--- src/hw/rtl/kmmst_pkg.sv ---
// Package for the keyed min/max score table: opcodes and widths of the item fields.
// No dependencies; all other files import it.
`timescale 1ns / 1ps
package kmmst_pkg;
  localparam int unsigned ScoreW = 32;
  localparam int unsigned IdW    = 17;
  localparam int unsigned CountW = 7;

  typedef enum logic [1:0] {
    OP_INSERT = 2'd0,
    OP_ERASE  = 2'd1,
    OP_LOOKUP = 2'd2,
    OP_SPARE  = 2'd3
  } opcode_e;
endpackage

--- src/hw/rtl/keyed_min_max_score_table.sv ---
// Top level of the keyed min/max score table.
// Depends on kmmst_pkg and kmmst_ram.
//
// Usage: one input item is one operation (insert/update, erase, lookup) on
// one node id; each item produces exactly one result item.
// Slots live in a synchronous RAM (key and score per slot); a valid bit per
// slot is kept in flip-flops, cleared at once by reset.
// Per item a sequencer sweeps all slots, one per cycle, through the RAM read
// port: the sweep finds the node's slot and a free slot. Then the APPLY state
// applies the write, and a second sweep over all slots tracks the greatest
// and smallest (score, id). The result is registered in S_OUT, and no new
// item is accepted until the previous one has left S_OUT, as the single RAM
// port walks the table twice per item.
// The result sits in an output register; the next item is taken while it
// waits, but its own result is held until the previous one is taken, and
// s_axis_tready stays low meanwhile.
// Reset empties the table (count zero, no valid slots); no clearing pass.
// A stalled receiver simply holds m_axis_tdata/tvalid steady.
`timescale 1ns / 1ps
module keyed_min_max_score_table
  import kmmst_pkg::*;
#(
  parameter int unsigned CAPACITY     = 64,
  parameter int unsigned NODE_ID_BITS = 16
) (
  input  logic        clk_i,
  input  logic        rst_ni,
  input  logic        s_axis_tvalid,
  output logic        s_axis_tready,
  // tdata: opcode[1:0], node_id[17:2], new_score[49:18], zero pad to 56
  input  logic [55:0] s_axis_tdata,
  output logic        m_axis_tvalid,
  input  logic        m_axis_tready,
  // tdata: was_present[0], prior_score[32:1], best_id[49:33],
  // worst_id[66:50], entry_count[73:67], status[74], zero pad to 80
  output logic [79:0] m_axis_tdata
);
  localparam int unsigned AW   = $clog2(CAPACITY);
  localparam int unsigned CntW = $clog2(CAPACITY + 1);
  localparam int unsigned EW   = 16 + ScoreW;

  typedef enum logic [2:0] {
    S_IDLE, S_FIND, S_APPLY, S_SCAN, S_OUT
  } state_e;

  state_e state_q;
  logic [AW:0] idx_q;                 // sweep counter, one wider for the end
  logic [AW-1:0] rd_idx_q;            // slot whose data arrives this cycle
  logic          rd_v_q;
  opcode_e       op_q;
  logic [15:0]   key_q;
  logic [ScoreW-1:0] nscore_q;
  logic [CAPACITY-1:0] valid_q;
  logic [CntW-1:0] count_q;
  logic          found_q, free_ok_q;
  logic [AW-1:0] found_q_idx, free_q;
  logic [ScoreW-1:0] prior_q;
  logic          have_q;
  logic [15:0]   bkey_q, wkey_q;
  logic [ScoreW-1:0] bsc_q, wsc_q;
  logic          status_q;
  logic          obusy_q;
  logic [79:0]   odata_q;

  logic          we;
  logic [AW-1:0] addr;
  logic [EW-1:0] wdata, rdata;
  logic [15:0]   r_key;
  logic signed [ScoreW-1:0] r_sc;

  kmmst_ram #(.Width(EW), .Depth(CAPACITY)) u_ram (
    .clk_i, .we_i(we), .addr_i(addr), .wdata_i(wdata), .rdata_o(rdata)
  );

  assign r_key = rdata[15:0];
  assign r_sc  = rdata[EW-1:16];

  // Address the RAM: write slot in APPLY, sweep counter otherwise.
  always_comb begin
    we    = 1'b0;
    addr  = idx_q[AW-1:0];
    wdata = {nscore_q, key_q};
    if (state_q == S_APPLY) begin
      addr = found_q ? found_q_idx : free_q;
      we   = (op_q == OP_INSERT) && (found_q || free_ok_q);
    end
  end

  assign s_axis_tready = (state_q == S_IDLE);
  assign m_axis_tvalid = obusy_q;
  assign m_axis_tdata  = odata_q;

  logic [15:0] in_key;
  assign in_key = s_axis_tdata[17:2] & 16'((33'd1 << NODE_ID_BITS) - 33'd1);

  logic hit_best, hit_worst;
  assign hit_best = !have_q || (r_sc > $signed(bsc_q))
                    || (r_sc == $signed(bsc_q) && r_key > bkey_q);
  assign hit_worst = !have_q || (r_sc < $signed(wsc_q))
                     || (r_sc == $signed(wsc_q) && r_key < wkey_q);

  // Sequence one item: find, apply, scan, deliver.
  always_ff @(posedge clk_i or negedge rst_ni) begin
    if (!rst_ni) begin
      state_q  <= S_IDLE;
      valid_q  <= '0;
      count_q  <= '0;
      obusy_q  <= 1'b0;
      rd_v_q   <= 1'b0;
      idx_q    <= '0;
      found_q  <= 1'b0;
      free_ok_q <= 1'b0;
      have_q   <= 1'b0;
    end else begin
      // Raise the output valid on a new result, drop it once taken.
      if (state_q == S_OUT && (!obusy_q || m_axis_tready)) begin
        obusy_q <= 1'b1;
      end else if (m_axis_tready) begin
        obusy_q <= 1'b0;
      end
      // Mark a slot read issued by either sweep.
      rd_v_q   <= (state_q == S_FIND || state_q == S_SCAN)
                  && (idx_q < (AW+1)'(CAPACITY));
      rd_idx_q <= idx_q[AW-1:0];
      unique case (state_q)
        S_IDLE: if (s_axis_tvalid) begin
          op_q      <= opcode_e'(s_axis_tdata[1:0]);
          key_q     <= in_key;
          nscore_q  <= s_axis_tdata[49:18];
          idx_q     <= '0;
          found_q   <= 1'b0;
          free_ok_q <= 1'b0;
          prior_q   <= '0;
          status_q  <= 1'b0;
          state_q   <= S_FIND;
        end
        S_FIND: begin
          if (idx_q < (AW+1)'(CAPACITY)) begin
            idx_q  <= idx_q + 1'b1;
          end else if (!rd_v_q) begin
            state_q <= S_APPLY;
          end
          // Check the slot whose data arrived.
          if (rd_v_q) begin
            if (valid_q[rd_idx_q] && r_key == key_q && !found_q) begin
              found_q     <= 1'b1;
              found_q_idx <= rd_idx_q;
              prior_q     <= r_sc;
            end
          end
          if (idx_q < (AW+1)'(CAPACITY) && !valid_q[idx_q[AW-1:0]] && !free_ok_q) begin
            free_ok_q <= 1'b1;
            free_q    <= idx_q[AW-1:0];
          end
        end
        S_APPLY: begin
          if (op_q == OP_INSERT) begin
            if (!found_q) begin
              if (free_ok_q) begin
                valid_q[free_q] <= 1'b1;
                count_q <= count_q + 1'b1;
              end else begin
                status_q <= 1'b1;
              end
            end
          end else if (op_q == OP_ERASE && found_q) begin
            valid_q[found_q_idx] <= 1'b0;
            count_q <= count_q - 1'b1;
          end
          idx_q   <= '0;
          have_q  <= 1'b0;
          state_q <= S_SCAN;
        end
        S_SCAN: begin
          if (idx_q < (AW+1)'(CAPACITY)) begin
            idx_q  <= idx_q + 1'b1;
          end else if (!rd_v_q) begin
            state_q <= S_OUT;
          end
          // Track extremes over valid slots.
          if (rd_v_q && valid_q[rd_idx_q]) begin
            have_q <= 1'b1;
            if (hit_best) begin
              bkey_q <= r_key;
              bsc_q  <= r_sc;
            end
            if (hit_worst) begin
              wkey_q <= r_key;
              wsc_q  <= r_sc;
            end
          end
        end
        S_OUT: if (!obusy_q || m_axis_tready) begin
          odata_q <= {5'd0, status_q, CountW'(count_q),
                      have_q ? {1'b0, wkey_q} : {IdW{1'b1}},
                      have_q ? {1'b0, bkey_q} : {IdW{1'b1}},
                      prior_q, found_q};
          state_q <= S_IDLE;
        end
        default: state_q <= S_IDLE;
      endcase
    end
  end

  // Count never exceeds capacity.
  assert property (@(posedge clk_i) disable iff (!rst_ni)
    count_q <= CntW'(CAPACITY)) else $error("count above capacity");
  // Empty table reports no best id.
  assert property (@(posedge clk_i) disable iff (!rst_ni)
    (m_axis_tvalid && m_axis_tdata[73:67] == '0) |-> m_axis_tdata[49:33] == '1)
    else $error("empty table with best id");
  // Rejection only on insert of a new node into a full table.
  assert property (@(posedge clk_i) disable iff (!rst_ni)
    (state_q == S_OUT && status_q) |-> (op_q == OP_INSERT && !found_q && !free_ok_q))
    else $error("status without a full-table insert");
  // Output held while stalled.
  assert property (@(posedge clk_i) disable iff (!rst_ni)
    (m_axis_tvalid && !m_axis_tready) |=> $stable(m_axis_tdata))
    else $error("output changed while stalled");
endmodule

--- src/hw/rtl/kmmst_ram.sv ---
// Generic single-port RAM with a registered read port.
// Depends on kmmst_pkg only through the common import style.
`timescale 1ns / 1ps
module kmmst_ram
  import kmmst_pkg::*;
#(
  parameter int unsigned Width = 8,
  parameter int unsigned Depth = 16
) (
  input  logic                     clk_i,
  input  logic                     we_i,
  input  logic [$clog2(Depth)-1:0] addr_i,
  input  logic [Width-1:0]         wdata_i,
  output logic [Width-1:0]         rdata_o
);
  logic [Width-1:0] mem_q [Depth];

  // Write at addr, register the read of the same addr.
  always_ff @(posedge clk_i) begin
    if (we_i) begin
      mem_q[addr_i] <= wdata_i;
    end
    rdata_o <= mem_q[addr_i];
  end
endmodule
--- config.mk ---
export PLATFORM = sky130hd
export DESIGN_NAME = keyed_min_max_score_table
export DESIGN_NICKNAME = d
export VERILOG_FILES = /design/src/hw/rtl/kmmst_pkg.sv /design/src/hw/rtl/keyed_min_max_score_table.sv /design/src/hw/rtl/kmmst_ram.sv
export SDC_FILE = /design/constraint.sdc
export NUM_CORES = 2
export LEC_CHECK = 0
export BUFFER_PORTS_ARGS = -buffer_cell sky130_fd_sc_hd__buf_2
export CAP_MARGIN = 20
export CELL_PAD_IN_SITES_DETAIL_PLACEMENT = 0
export CELL_PAD_IN_SITES_GLOBAL_PLACEMENT = 2
export CORE_ASPECT_RATIO = 1.75
export CORE_MARGIN = 4
export CORE_UTILIZATION = 45
export DETAILED_ROUTE_END_ITERATION = 6
export HOLD_SLACK_MARGIN = 0.03
export PLACE_DENSITY_LB_ADDON = 0.1
export SYNTH_ARGS = -nofsm -noshare
export SYNTH_HDL_FRONTEND = slang
export SYNTH_HIERARCHICAL = 1
export SYNTH_SLANG_ARGS = --single-unit
--- constraint.sdc ---
create_clock -name clk_i -period 8.4 [get_ports clk_i]
set_input_delay 0.42 -clock clk_i [delete_from_list [all_inputs] [get_ports clk_i]]
set_output_delay 0.42 -clock clk_i [all_outputs]
set_load 0.01 [all_outputs]
==> run metrics <==
Worst-path clk slew=0.07 ns; synth-to-layout area growth=13.4%; multiplexer share of the synthesized area=6.36%; crit-path max FO=76; final hold slack=0.0447 ns; layout cells sized above 1=18.3%; Hold Violations, Final=0; top post-synthesis cells by count=3343 x edfxtp_1, 572 x a221oi_1, 407 x a22oi_1; # port buffers=130; drt total wl=443000 um; Tcrit/Tclk final=66.8%; total grt overflow=0; setup slack at placement=2.81 ns; cell area after synthesis=133000 um2; Worst EP required=9.07 ns; num rows=264; final setup fails=0; vias per std cell=6.45; total power draw=50.1 mW; Final Slew Violations=0; CTS H-Tree Depth=5; routability cong.=0.839; post-synth top area cell=edfxtp_1; I/O Pins=142; largest net degree at the start of global routing=116; largest family of logic cells by synthesized area=compound AO/OA/AOI/OAI gates; clock latency on the worst-skew pair=0.90 ns; Yosys Warn Count=6; Worst Path Arrival=6.28 ns; Detailed Routing Iterations Pass 1=5; Final #Nets=7797; Die W=419 um; simple-gate share of the synthesized area=2.77%; Post-Synth Adder-Cell Area=0.964%; die area=305000 um2; GRT Total Usage=28.6%; register area share after synthesis=77.7%; top cell type's share of synthesized area=75.3%; XOR/XNOR Fraction of Synth Area=0.184%; critical path class=reg2reg; first-pass GRT wire length=607000 um; top cells by area, synth=edfxtp_1 75%, a221oi_1 3.8%, mux4_2 3.2%; Slew @ Worst Pin=1.28 ns; number of enable flip-flop cells after synthesis=3343; WL/cell=37.7 um; final setup margin=2.79 ns; CTS Buffer Depth=4; detailed placement HPWL=259000 um; cell count after synthesis=7332; clk sinks=3477; Filler cells=23900; Cell Pwr Density=332 nW/um2; # Max-Cap Violations=0; ys flop type=edfxtp_1; DR DRC count=0; Peak VDD IR=0.000310 V; Compound-Gate Fraction of Synth Area=9.96%; worst rel slew slack=15.0%; vias in the first global route=76100; Distinct cells, synth=79; Initial Util=45.2%; Lkg Pwr=47.9 nW; Num CTS Buffers=329; initial antenna violation count=12; postcts setup bufs=0; DR vias=75900; Yosys reg bits=3477; crit path launch type=flip-flop; Chip Height=728 um; status=finished clean; Clock Skew=0.0514 ns; Mean Syn Cell Area=18.2 um2; CTS root buf=clkbuf_16; core area=295000 um2; RSZ-0062 raised after global routing=no; Setup TNS Final=0 ns; fmax=178 MHz; reg2reg setup slack=2.79 ns; Post-DRT Antenna Nets=0; Async S/R FF share, synth=2.47%; CTS tree=done; CP endpoint kind=flip-flop; minimum clock period=5.61 ns; Hold Crit Class=in2async; top-count cell post-synth=edfxtp_1; Iter 0 DRT Violations=8414
## cell families (layout without fill, tap and decap cells)
group           Yosys count  in the layout
compound gates         1784           1784
xor+xnor                 28             28
fa+ha+maj               102            102
buf+inv                 625           1187
flops                  3477           3477
mux                     573            573
other cells               1             12
simple gates            742            742
## worst max-delay path: stages (launching register included)
cell and delay [ns]:
dfrtp_1 0.50, nand2b_1 0.18, or2_1 0.64, nand2_1 0.20, o21ai_4 0.18, buf_4 0.38
buf_12 0.40, inv_6 0.44, buf_12 0.38, a221oi_1 0.32, o22ai_1 0.18, a222oi_1 1.06
nand4_1 0.15
## per-stage QoR
step / instances / cell area, um2 / utilization [%]
6_report: 11800 / 151000 / 51.2
5_1_grt: 11800 / 151000 / 51.2
4_1_cts: 11800 / 151000 / 51.2
3_5_place_dp: 11100 / 140000 / 47.4
3_3_place_gp: 11100 / 140000 / 47.4
2_1_floorplan: 7336 / 133000 / -
## registers in the layout, indices dropped and copies added, names as in the netlist, 7 cells and up
name	cells
bkey_q	16
key_q	16
bsc_q	32
idx_q	7
m_axis_tdata	74
count_q	7
wkey_q	16
nscore_q	32
wsc_q	32
u_ram/mem_q	3072
prior_q	32
valid_q	64
u_ram/rdata_o	48
## layer usage
| layer | part of all wire, % | vias to the layer above | GRT usage [%] |
|---|---|---|---|
| li1 | - | 31200 | - |
| met1 | 36 | 40500 | 34.4 |
| met2 | 52 | 3350 | 50.5 |
| met3 | 6.7 | 872 | 4.24 |
| met4 | 5.5 | 6 | 13.4 |
| met5 | 0.0093 | - | 0 |
## final timing paths
| check | startpoint | to | cells after the start |
|---|---|---|---|
| worst min-delay path | rst_ni | idx_q[2] | 2 |
| min in group clk_i | s_axis_tdata[40] | nscore_q[22] | 2 |
| worst max register to register | state_q[1] | u_ram/rdata_o[39] | 12 |
| max in group asynchronous | rst_ni | valid_q[62] | 3 |
| worst max-delay path | state_q[1] | u_ram/rdata_o[39] | 12 |
| worst min register to register | prior_q[24] | m_axis_tdata[25] | 0 |
## where the power goes
part | total, mW | internal [mW] | switching (mW)
logic | 15.3 | 4.90 | 10.4
registers | 19.8 | 19.2 | 0.561
clock network | 15.0 | 8.56 | 6.47
## cells in the final DEF, fill, tap and decap left out, types with 70 or more instances in the layout
cell type	instances
dfrtp_1	86
nand2_1	198
buf_4	266
nor2_1	86
nand4_1	70
nor3_1	100
inv_1	104
a21oi_1	113
mux4_2	190
o22ai_1	203
ha_1	101
buf_2	129
clkbuf_16	341
a22oi_1	407
clkbuf_1	70
mux2i_1	103
edfxtp_1	3343
nor2_4	71
a221oi_1	572
mux2_2	222
o21ai_0	202
## area by class of cell
| type | count | area, um2 | share of cell area (%) |
|---|---|---|---|
| flip-flops and latches | 3477 | 103000 | 68.5 |
| clock inverters | 161 | 1580 | 1.05 |
| well taps | 3857 | 4830 | 3.19 |
| diodes | 7 | 17.5 | 0.0116 |
| inverters | 108 | 423 | 0.280 |
| clock buffers | 433 | 9100 | 6.02 |
| multi-input cells | 3234 | 27700 | 18.3 |
| repair buffers | 485 | 3940 | 2.61 |
## timing repair
item	4_1_cts	5_1_grt
endpoints found under the setup margin	0	0
hold endpoints to repair	83	0
resized for setup	0	0
hold buffers	53	0
Power figures use the tool's default switching activity.
